[src/hw/rtl/hrt_pkg.sv]
package hrt_pkg;

    typedef enum logic [7:0] {
        PH_METHOD    = 8'b0000_0001,
        PH_RESOURCE  = 8'b0000_0010,
        PH_VERSION   = 8'b0000_0100,
        PH_LINESTART = 8'b0000_1000,
        PH_NAME      = 8'b0001_0000,
        PH_SPACES    = 8'b0010_0000,
        PH_VALUE     = 8'b0100_0000,
        PH_BODY      = 8'b1000_0000
    } phase_t;

    typedef enum logic [2:0] {
        TAG_METHOD   = 3'd0,
        TAG_RESOURCE = 3'd1,
        TAG_VERSION  = 3'd2,
        TAG_NAME     = 3'd3,
        TAG_VALUE    = 3'd4,
        TAG_BODY     = 3'd5,
        TAG_SKIP     = 3'd6
    } tag_t;

    typedef enum logic [1:0] {
        M_UNDECIDED = 2'd0,
        M_GET       = 2'd1,
        M_POST      = 2'd2,
        M_UNSUP     = 2'd3
    } method_t;

    localparam logic [7:0] CH_CR    = 8'h0D;
    localparam logic [7:0] CH_LF    = 8'h0A;
    localparam logic [7:0] CH_SP    = 8'h20;
    localparam logic [7:0] CH_COLON = 8'h3A;

    localparam logic [7:0] HEADER_MAX = 8'hFF;

    // One queue entry holds all results caused by one input byte. When pair is set,
    // a CR with tag first_tag goes out ahead of the entry's own byte.
    typedef struct packed {
        logic [7:0] data;
        tag_t       tag;
        logic       pair;
        tag_t       first_tag;
        method_t    method;
        logic [7:0] count;
        logic       last;
        logic       trunc;
    } entry_t;

    function automatic logic [7:0] get_char(input logic [1:0] pos);
        logic [7:0] c;
        unique case (pos)
            2'd0: c = 8'h47;
            2'd1: c = 8'h45;
            2'd2: c = 8'h54;
            default: c = 8'h00;
        endcase
        return c;
    endfunction

    function automatic logic [7:0] post_char(input logic [1:0] pos);
        logic [7:0] c;
        unique case (pos)
            2'd0: c = 8'h50;
            2'd1: c = 8'h4F;
            2'd2: c = 8'h53;
            default: c = 8'h54;
        endcase
        return c;
    endfunction

endpackage

[src/hw/rtl/hrt_front.sv]
module hrt_front (
    input  logic            clk,
    input  logic            rst_n,
    input  logic            in_valid,
    output logic            in_ready,
    input  logic [7:0]      data_byte,
    input  logic            last_byte,
    output logic            push_valid,
    input  logic            push_ready,
    output hrt_pkg::entry_t push_data
);

    hrt_pkg::phase_t  phase_reg, phase_next;
    logic [2:0]       pos_reg, pos_next;
    logic             get_reg, get_next;
    logic             post_reg, post_next;
    hrt_pkg::method_t method_reg, method_next;
    logic             skip_reg, skip_next;
    logic             held_reg, held_next;
    logic [7:0]       count_reg, count_next;

    logic             accept;
    logic             emit;
    logic             pair;
    hrt_pkg::tag_t    tag;
    hrt_pkg::tag_t    first_tag;
    hrt_pkg::method_t method_out;
    logic [7:0]       count_step;

    assign in_ready = push_ready;
    assign accept   = in_valid && push_ready;
    assign count_step = (count_reg != hrt_pkg::HEADER_MAX) ? count_reg + 8'd1 : count_reg;

    always_comb
    begin
        phase_next  = phase_reg;
        pos_next    = pos_reg;
        get_next    = get_reg;
        post_next   = post_reg;
        method_next = method_reg;
        skip_next   = skip_reg;
        held_next   = held_reg;
        count_next  = count_reg;
        emit        = 1'b1;
        pair        = 1'b0;
        tag         = hrt_pkg::TAG_SKIP;
        first_tag   = hrt_pkg::TAG_SKIP;

        if (skip_reg)
        begin
            skip_next = 1'b0;
        end
        else
        begin
            unique case (phase_reg)
                hrt_pkg::PH_METHOD:
                begin
                    if (data_byte == hrt_pkg::CH_SP)
                    begin
                        if (method_reg == hrt_pkg::M_UNDECIDED)
                            method_next = hrt_pkg::M_UNSUP;
                        phase_next = hrt_pkg::PH_RESOURCE;
                    end
                    else
                    begin
                        tag = hrt_pkg::TAG_METHOD;
                        if (pos_reg < 3'd3 && data_byte != hrt_pkg::get_char(pos_reg[1:0]))
                            get_next = 1'b0;
                        if (pos_reg < 3'd4 && data_byte != hrt_pkg::post_char(pos_reg[1:0]))
                            post_next = 1'b0;
                        if (pos_reg < 3'd4)
                            pos_next = pos_reg + 3'd1;
                        if (method_reg == hrt_pkg::M_UNDECIDED)
                        begin
                            priority if (get_next && pos_next == 3'd3)
                                method_next = hrt_pkg::M_GET;
                            else if (post_next && pos_next == 3'd4)
                                method_next = hrt_pkg::M_POST;
                            else if (!get_next && !post_next)
                                method_next = hrt_pkg::M_UNSUP;
                            else
                                method_next = method_reg;
                        end
                    end
                end
                hrt_pkg::PH_RESOURCE:
                begin
                    if (data_byte == hrt_pkg::CH_SP)
                        phase_next = hrt_pkg::PH_VERSION;
                    else
                        tag = hrt_pkg::TAG_RESOURCE;
                end
                hrt_pkg::PH_VERSION:
                begin
                    if (data_byte == hrt_pkg::CH_CR || data_byte == hrt_pkg::CH_LF)
                    begin
                        skip_next  = 1'b1;
                        phase_next = hrt_pkg::PH_LINESTART;
                    end
                    else
                        tag = hrt_pkg::TAG_VERSION;
                end
                hrt_pkg::PH_LINESTART:
                begin
                    if (held_reg)
                    begin
                        held_next = 1'b0;
                        pair      = 1'b1;
                        if (data_byte == hrt_pkg::CH_LF)
                            phase_next = hrt_pkg::PH_BODY;
                        else
                        begin
                            count_next = count_step;
                            first_tag  = hrt_pkg::TAG_NAME;
                            if (data_byte == hrt_pkg::CH_COLON)
                                phase_next = hrt_pkg::PH_SPACES;
                            else
                            begin
                                phase_next = hrt_pkg::PH_NAME;
                                tag        = hrt_pkg::TAG_NAME;
                            end
                        end
                    end
                    else if (data_byte == hrt_pkg::CH_CR)
                    begin
                        // A line-start CR waits for the next byte unless the buffer ends here.
                        if (!last_byte)
                        begin
                            held_next = 1'b1;
                            emit      = 1'b0;
                        end
                    end
                    else
                    begin
                        count_next = count_step;
                        if (data_byte == hrt_pkg::CH_COLON)
                            phase_next = hrt_pkg::PH_SPACES;
                        else
                        begin
                            phase_next = hrt_pkg::PH_NAME;
                            tag        = hrt_pkg::TAG_NAME;
                        end
                    end
                end
                hrt_pkg::PH_NAME:
                begin
                    if (data_byte == hrt_pkg::CH_COLON)
                        phase_next = hrt_pkg::PH_SPACES;
                    else
                        tag = hrt_pkg::TAG_NAME;
                end
                hrt_pkg::PH_SPACES, hrt_pkg::PH_VALUE:
                begin
                    if (phase_reg == hrt_pkg::PH_SPACES && data_byte == hrt_pkg::CH_SP)
                        tag = hrt_pkg::TAG_SKIP;
                    else if (data_byte == hrt_pkg::CH_CR || data_byte == hrt_pkg::CH_LF)
                    begin
                        skip_next  = 1'b1;
                        phase_next = hrt_pkg::PH_LINESTART;
                    end
                    else
                    begin
                        phase_next = hrt_pkg::PH_VALUE;
                        tag        = hrt_pkg::TAG_VALUE;
                    end
                end
                hrt_pkg::PH_BODY:
                begin
                    tag = hrt_pkg::TAG_BODY;
                end
                default:
                begin
                    tag = hrt_pkg::TAG_BODY;
                end
            endcase
        end

        if (last_byte && method_next == hrt_pkg::M_UNDECIDED)
            method_out = hrt_pkg::M_UNSUP;
        else
            method_out = method_next;
    end

    assign push_valid          = in_valid && emit;
    assign push_data.data      = data_byte;
    assign push_data.tag       = tag;
    assign push_data.pair      = pair;
    assign push_data.first_tag = first_tag;
    assign push_data.method    = method_out;
    assign push_data.count     = count_next;
    assign push_data.last      = last_byte;
    assign push_data.trunc     = (phase_next != hrt_pkg::PH_BODY);

    always_ff @(posedge clk or negedge rst_n)
    begin
        if (!rst_n)
        begin
            phase_reg  <= hrt_pkg::PH_METHOD;
            pos_reg    <= 3'd0;
            get_reg    <= 1'b1;
            post_reg   <= 1'b1;
            method_reg <= hrt_pkg::M_UNDECIDED;
            skip_reg   <= 1'b0;
            held_reg   <= 1'b0;
            count_reg  <= 8'd0;
        end
        else if (accept)
        begin
            if (last_byte)
            begin
                phase_reg  <= hrt_pkg::PH_METHOD;
                pos_reg    <= 3'd0;
                get_reg    <= 1'b1;
                post_reg   <= 1'b1;
                method_reg <= hrt_pkg::M_UNDECIDED;
                skip_reg   <= 1'b0;
                held_reg   <= 1'b0;
                count_reg  <= 8'd0;
            end
            else
            begin
                phase_reg  <= phase_next;
                pos_reg    <= pos_next;
                get_reg    <= get_next;
                post_reg   <= post_next;
                method_reg <= method_next;
                skip_reg   <= skip_next;
                held_reg   <= held_next;
                count_reg  <= count_next;
            end
        end
    end

endmodule

[src/hw/rtl/hrt_queue.sv]
module hrt_queue #(
    parameter int DEPTH = 4
) (
    input  logic            clk,
    input  logic            rst_n,
    input  logic            push_valid,
    output logic            push_ready,
    input  hrt_pkg::entry_t push_data,
    output logic            pop_valid,
    input  logic            pop_ready,
    output hrt_pkg::entry_t pop_data
);

    localparam int PW = (DEPTH > 1) ? $clog2(DEPTH) : 1;
    localparam int CW = $clog2(DEPTH + 1);

    hrt_pkg::entry_t mem_reg [DEPTH];
    logic [PW-1:0]   wr_reg, wr_next;
    logic [PW-1:0]   rd_reg, rd_next;
    logic [CW-1:0]   count_reg, count_next;
    logic            push;
    logic            pop;

    assign push_ready = (count_reg != CW'(DEPTH));
    assign pop_valid  = (count_reg != '0);
    assign pop_data   = mem_reg[rd_reg];
    assign push       = push_valid && push_ready;
    assign pop        = pop_valid && pop_ready;

    always_comb
    begin
        wr_next    = (wr_reg == PW'(DEPTH - 1)) ? '0 : wr_reg + PW'(1);
        rd_next    = (rd_reg == PW'(DEPTH - 1)) ? '0 : rd_reg + PW'(1);
        count_next = count_reg;
        if (push && !pop)
            count_next = count_reg + CW'(1);
        else if (pop && !push)
            count_next = count_reg - CW'(1);
    end

    always_ff @(posedge clk)
    begin
        if (push)
            mem_reg[wr_reg] <= push_data;
    end

    always_ff @(posedge clk or negedge rst_n)
    begin
        if (!rst_n)
        begin
            wr_reg    <= '0;
            rd_reg    <= '0;
            count_reg <= '0;
        end
        else
        begin
            if (push)
                wr_reg <= wr_next;
            if (pop)
                rd_reg <= rd_next;
            count_reg <= count_next;
        end
    end

`ifndef SYNTHESIS
    assert property (@(posedge clk) disable iff (!rst_n) count_reg <= CW'(DEPTH))
        else $error("queue fill level above depth");
`endif

endmodule

[src/hw/rtl/hrt_back.sv]
module hrt_back (
    input  logic            clk,
    input  logic            rst_n,
    input  logic            head_valid,
    output logic            head_pop,
    input  hrt_pkg::entry_t head,
    output logic            out_valid,
    input  logic            out_ready,
    output logic [7:0]      out_byte,
    output hrt_pkg::tag_t   field_tag,
    output hrt_pkg::method_t method_code,
    output logic [7:0]      header_count,
    output logic            request_end,
    output logic            truncated,
    output logic            last_of_run
);

    logic half_reg, half_next;
    logic first;

    // The held CR of a pair goes out first; the entry leaves the queue with its own byte.
    assign first        = head.pair && !half_reg;
    assign out_valid    = head_valid;
    assign out_byte     = first ? hrt_pkg::CH_CR : head.data;
    assign field_tag    = first ? head.first_tag : head.tag;
    assign method_code  = head.method;
    assign header_count = head.count;
    assign last_of_run  = !first;
    assign request_end  = head.last && !first;
    assign truncated    = head.last && head.trunc && !first;
    assign head_pop     = head_valid && out_ready && !first;

    always_comb
    begin
        half_next = half_reg;
        if (head_valid && out_ready)
            half_next = first;
    end

    always_ff @(posedge clk or negedge rst_n)
    begin
        if (!rst_n)
            half_reg <= 1'b0;
        else
            half_reg <= half_next;
    end

`ifndef SYNTHESIS
    assert property (@(posedge clk) disable iff (!rst_n)
        out_valid && out_ready && first |=> out_valid && half_reg)
        else $error("second result of a pair did not follow");
`endif

endmodule

[src/hw/rtl/http_request_tokenizer.sv]
// HTTP request tokenizer: takes one raw request byte per transfer on the slave side and
// gives one tagged result per transfer on the master side. A byte is accepted every cycle
// while the result queue (DEPTH entries) has room; its results enter the queue in the same
// cycle and can leave on the next. A header line-start CR that is not the request's last byte
// yields no result until the next byte arrives, and that byte then yields two results, which
// leave in turn through the single output port; input runs at one byte per cycle while the
// output keeps up; pairs cost extra output slots. tlast marks the last result of one input byte.
module http_request_tokenizer #(
    parameter int DEPTH = 4
) (
    input  logic        clk,
    input  logic        rst_n,
    input  logic        s_tvalid,
    output logic        s_tready,
    input  logic [7:0]  s_tdata,   // [7:0] data_byte
    input  logic        s_tlast,   // last_byte
    output logic        m_tvalid,
    input  logic        m_tready,
    output logic [23:0] m_tdata,   // [7:0] out_byte, [9:8] method_code, [17:10] header_count, zero
    output logic [4:0]  m_tuser,   // [2:0] field_tag, [3] request_end, [4] truncated
    output logic        m_tlast    // last_of_run
);

    hrt_pkg::entry_t  push_data;
    hrt_pkg::entry_t  head;
    logic             push_valid;
    logic             push_ready;
    logic             head_valid;
    logic             head_pop;
    logic [7:0]       out_byte;
    hrt_pkg::tag_t    field_tag;
    hrt_pkg::method_t method_code;
    logic [7:0]       header_count;
    logic             request_end;
    logic             truncated;

    hrt_front u_front (
        .clk        (clk),
        .rst_n      (rst_n),
        .in_valid   (s_tvalid),
        .in_ready   (s_tready),
        .data_byte  (s_tdata),
        .last_byte  (s_tlast),
        .push_valid (push_valid),
        .push_ready (push_ready),
        .push_data  (push_data)
    );

    hrt_queue #(
        .DEPTH (DEPTH)
    ) u_queue (
        .clk        (clk),
        .rst_n      (rst_n),
        .push_valid (push_valid),
        .push_ready (push_ready),
        .push_data  (push_data),
        .pop_valid  (head_valid),
        .pop_ready  (head_pop),
        .pop_data   (head)
    );

    hrt_back u_back (
        .clk          (clk),
        .rst_n        (rst_n),
        .head_valid   (head_valid),
        .head_pop     (head_pop),
        .head         (head),
        .out_valid    (m_tvalid),
        .out_ready    (m_tready),
        .out_byte     (out_byte),
        .field_tag    (field_tag),
        .method_code  (method_code),
        .header_count (header_count),
        .request_end  (request_end),
        .truncated    (truncated),
        .last_of_run  (m_tlast)
    );

    assign m_tdata = {6'd0, header_count, method_code, out_byte};
    assign m_tuser = {truncated, request_end, field_tag};

`ifndef SYNTHESIS
    assert property (@(posedge clk) disable iff (!rst_n)
        m_tvalid && m_tuser[4] |-> m_tuser[3])
        else $error("truncated without request end");
    assert property (@(posedge clk) disable iff (!rst_n)
        m_tvalid && m_tuser[3] |-> m_tlast)
        else $error("request end on a result that is not last of its run");
    assert property (@(posedge clk) disable iff (!rst_n)
        m_tvalid && !m_tlast |-> m_tdata[7:0] == hrt_pkg::CH_CR)
        else $error("first result of a pair is not the held CR");
`endif

endmodule

[config.mk]
export PLATFORM = sky130hd
export DESIGN_NAME = http_request_tokenizer
export DESIGN_NICKNAME = d
export VERILOG_FILES = /design/src/hw/rtl/hrt_pkg.sv /design/src/hw/rtl/hrt_front.sv /design/src/hw/rtl/hrt_queue.sv /design/src/hw/rtl/hrt_back.sv /design/src/hw/rtl/http_request_tokenizer.sv
export SDC_FILE = /design/constraint.sdc
export NUM_CORES = 1
export LEC_CHECK = 0
export BUFFER_PORTS_ARGS = -buffer_cell sky130_fd_sc_hd__buf_2
export CORE_ASPECT_RATIO = 2
export CORE_MARGIN = 5
export CORE_UTILIZATION = 55
export CTS_CLUSTER_DIAMETER = 100
export DETAILED_ROUTE_END_ITERATION = 6
export PLACE_DENSITY = 0.83
export SLEW_MARGIN = 20
export SYNTH_ARGS = -nofsm -noshare
export SYNTH_HDL_FRONTEND = slang
export SYNTH_SLANG_ARGS = --single-unit
[constraint.sdc]
create_clock -name clk -period 3.2 [get_ports clk]
set_clock_uncertainty 0.1 [all_clocks]
set_input_delay 0.64 -clock clk [delete_from_list [all_inputs] [get_ports clk]]
set_output_delay 0.64 -clock clk [all_outputs]
set_load 0.05 [all_outputs]
==> run summary <==
Longest Clk Path Bufs -> 2
Worst Path Max Fanout -> 7
Max Cap Viol -> 0
Worst path required time -> 2460 ps
Die extent in x -> 87.40 um
IO Pins -> 45
First-pass iteration count of the detailed router -> 6
Fin cells -> 697
Worst vdd ir -> 0.7131 mV
Min-delay worst type -> in2async
Seq cells post-synth -> 137
Setup WS pre-CTS -> -210.9 ps
CTS H-tree lvls -> 4
Share of post-route cells with drive strength above 1 -> 25.91%
GRT Overall Usage -> 24.20%
Top FF cell, synth -> edfxtp_1
DR vias -> 4537
Arr. time, crit path -> 2310 ps
Syn Area/Cell -> 13.62 sq um
DP Cell Count -> 662
Max Clk Rate -> 0.3280 GHz
Sequential fraction of the synthesis area -> 59.98%
CTS root buffer -> clkbuf_16
Setup Viol. Count Final -> 0
Setup slack after layout -> 151.0 ps
Number of global-route vias before repair -> 4775
Die Area -> 14400 sq um
Mapped Cells -> 484
CP endpoint kind -> output port
First-pass GRT wire length -> 25700 um
Gpl congestion -> 0.8949
Grt ovf -> 0
ANT nets after route -> 0
Hold Buf Count CTS -> 0
RSZ-0062 raised after global routing -> no
Syn. warnings -> 0
Worst-path clk slew -> 60 ps
Clock sinks -> 137
Critical Path Source Type -> flop
Mean routed wirelength per cell -> 23.21 um
Total power -> 7.547 mW
Hold violation count in the final report -> 0
Initial antenna violation count -> 0
Rows -> 56
Setup CP Type -> reg2out
Final Max Tran Viols -> 0
Slew HR -> 44.70%
Worst skew pair latency -> 420 ps
Area grow syn2layout -> 15.23%
Vias/cell -> 6.509
Iter 0 DRT Violations -> 464
Largest register FFs -> 104
Largest area contributor in the netlist -> edfxtp_1
Distinct cells, synth -> 71
I/O Buffers -> 38
Crit share post-route -> 95.28%
Post-synth EDFFs -> 104
CTS Buf Count -> 17
Routed WL -> 16180 um
Die span in y -> 164.8 um
Post-synthesis cell area -> 6590 sq um
Asr flop ratio synth -> 24.09%
Diodes inserted -> 0
Dpl hpwl -> 10880 um
Status -> finished clean
Pwr/cell area -> 993.9 nW/um^2
Worst-Margin Slew -> 829.5 ps
Leak -> 2.840 nW
Initial Util -> 55.98%
Min Tclk post-route -> 3049 ps
Synth top area cells -> edfxtp_1 47%, dfrtp_1 11%, mux4_2 8.9%
Fin Hold WS -> 205.9 ps
Drc violations -> 0
Pin count of the biggest net entering global routing -> 34
Core footprint -> 11770 sq um
TritonCTS clock tree -> yes
Nets -> 565
Share of the synthesized area in the top cell type -> 47.39%
-- cells in the mapped netlist, drive strengths merged, types with 4 or more instances --
cell,instances
buf,18
xnor2,7
or3,6
a21o,4
ha,12
o22ai,4
inv,12
clkbuf,13
nor2,26
nand3,12
mux4,26
dfrtp,30
o21ai,28
xor2,10
o31ai,4
nor3,7
edfxtp,104
or2,4
and3,4
a21oi,16
nor2b,10
nor4b,6
a22o,4
mux2,7
nand2,35
nor4,7
nand2b,4
and2,10
-- final timing paths --
kind                                         start                      to  slack (ps)  cells after the start
worst max register to register  u_front.pos_reg[0]  u_queue.mem_reg[0][10]         220                      9
worst max-delay path             u_queue.rd_reg[0]              m_tuser[0]         150                      5
max in group asynchronous                    rst_n       u_queue.rd_reg[0]        2210                      1
worst min register to register     u_front.get_reg         u_front.get_reg         400                      2
worst min-delay path                         rst_n      u_front.pos_reg[0]         210                      1
min in group clk                   u_front.get_reg         u_front.get_reg         400                      2
-- worst max-delay path: stages, from the launching register on --
cell and delay (ps):
dfrtp_2 390, mux4_2 540, nor2b_4 180, mux4_2 300, mux2_2 270, buf_2 210
-- timing repair --
action | CTS | global route
buffers inserted | 3 | 0
pin swaps | 0 | 1
cloned | 0 | 0
setup endpoints to repair | 19 | 9
hold endpoints to repair | 0 | 0
resized for setup | 3 | 3
-- metrics by stage --
step	setup TNS [ps]	instance area [sq um]	util, %
after global placement	-26.06	6972	59.23
final	0	7594	64.51
after global routing	0	7594	64.51
after floorplan	0	6609	-
after CTS	0	7584	64.42
after detailed placement	-438.5	6972	59.23
-- layout by cell type (no fill, tap or decap), types with 7 or more instances in the layout --
master | netlist | routed
nor2b_1 | 10 | 9
ha_1 | 12 | 12
o21ai_1 | 13 | 14
nor2_1 | 26 | 26
nand2_1 | 35 | 35
xnor2_1 | 7 | 7
inv_1 | 11 | 11
nor3_1 | 7 | 7
clkbuf_16 | 0 | 17
xor2_1 | 10 | 10
and2_1 | 10 | 10
nand3_1 | 12 | 12
buf_4 | 10 | 23
mux4_2 | 26 | 26
dfrtp_1 | 30 | 28
buf_2 | 5 | 38
edfxtp_1 | 104 | 104
o21ai_0 | 14 | 13
a21oi_1 | 16 | 16
-- cell type report --
| type | count | area [sq um] |
|---|---|---|
| fill | 824 | 4178 |
| sequential | 137 | 3955 |
| multi-input combinational | 309 | 2456 |
| clock buffer | 17 | 425.4 |
| timing repair buffer | 62 | 374.1 |
| tap | 145 | 181.4 |
| clock inverter | 15 | 156.4 |
| inverter | 12 | 45.04 |
-- power breakdown --
group | internal, mW | total [mW] | switching [mW]
Combinational | 1.01 | 3.03 | 2.02
Sequential | 2.38 | 2.58 | 0.204
Clock | 1.10 | 1.93 | 0.831
Total | 4.50 | 7.55 | 3.05
-- per-layer routing --
metal	track usage, %	routed length (um)	up-vias	part of all wire [%]
met3	4.943	904	68	5.6
met2	41.45	8639	225	53
met4	15.85	1000	0	6.2
li1	-	-	1969	-
met5	0	0	-	0
met1	26.47	5632	2275	35
-- cells by family (layout without fill, tap and decap cells) --
kind of cell             after synthesis  count (layout)  synth area share [%]
AND/OR/NAND/NOR                      149             149                 12.59
flip-flops                           137             137                 59.98
AO/OA/AOI/OAI                         90              90                 9.076
buffers and inverters                 43             106                 3.228
multiplexers                          34              34                 10.23
XOR/XNOR                              17              17                 2.259
adder cells (fa/ha/maj)               13              13                 2.582
other                                  1               6               0.05690
Note: power is estimated with default switching activity, not from simulation.
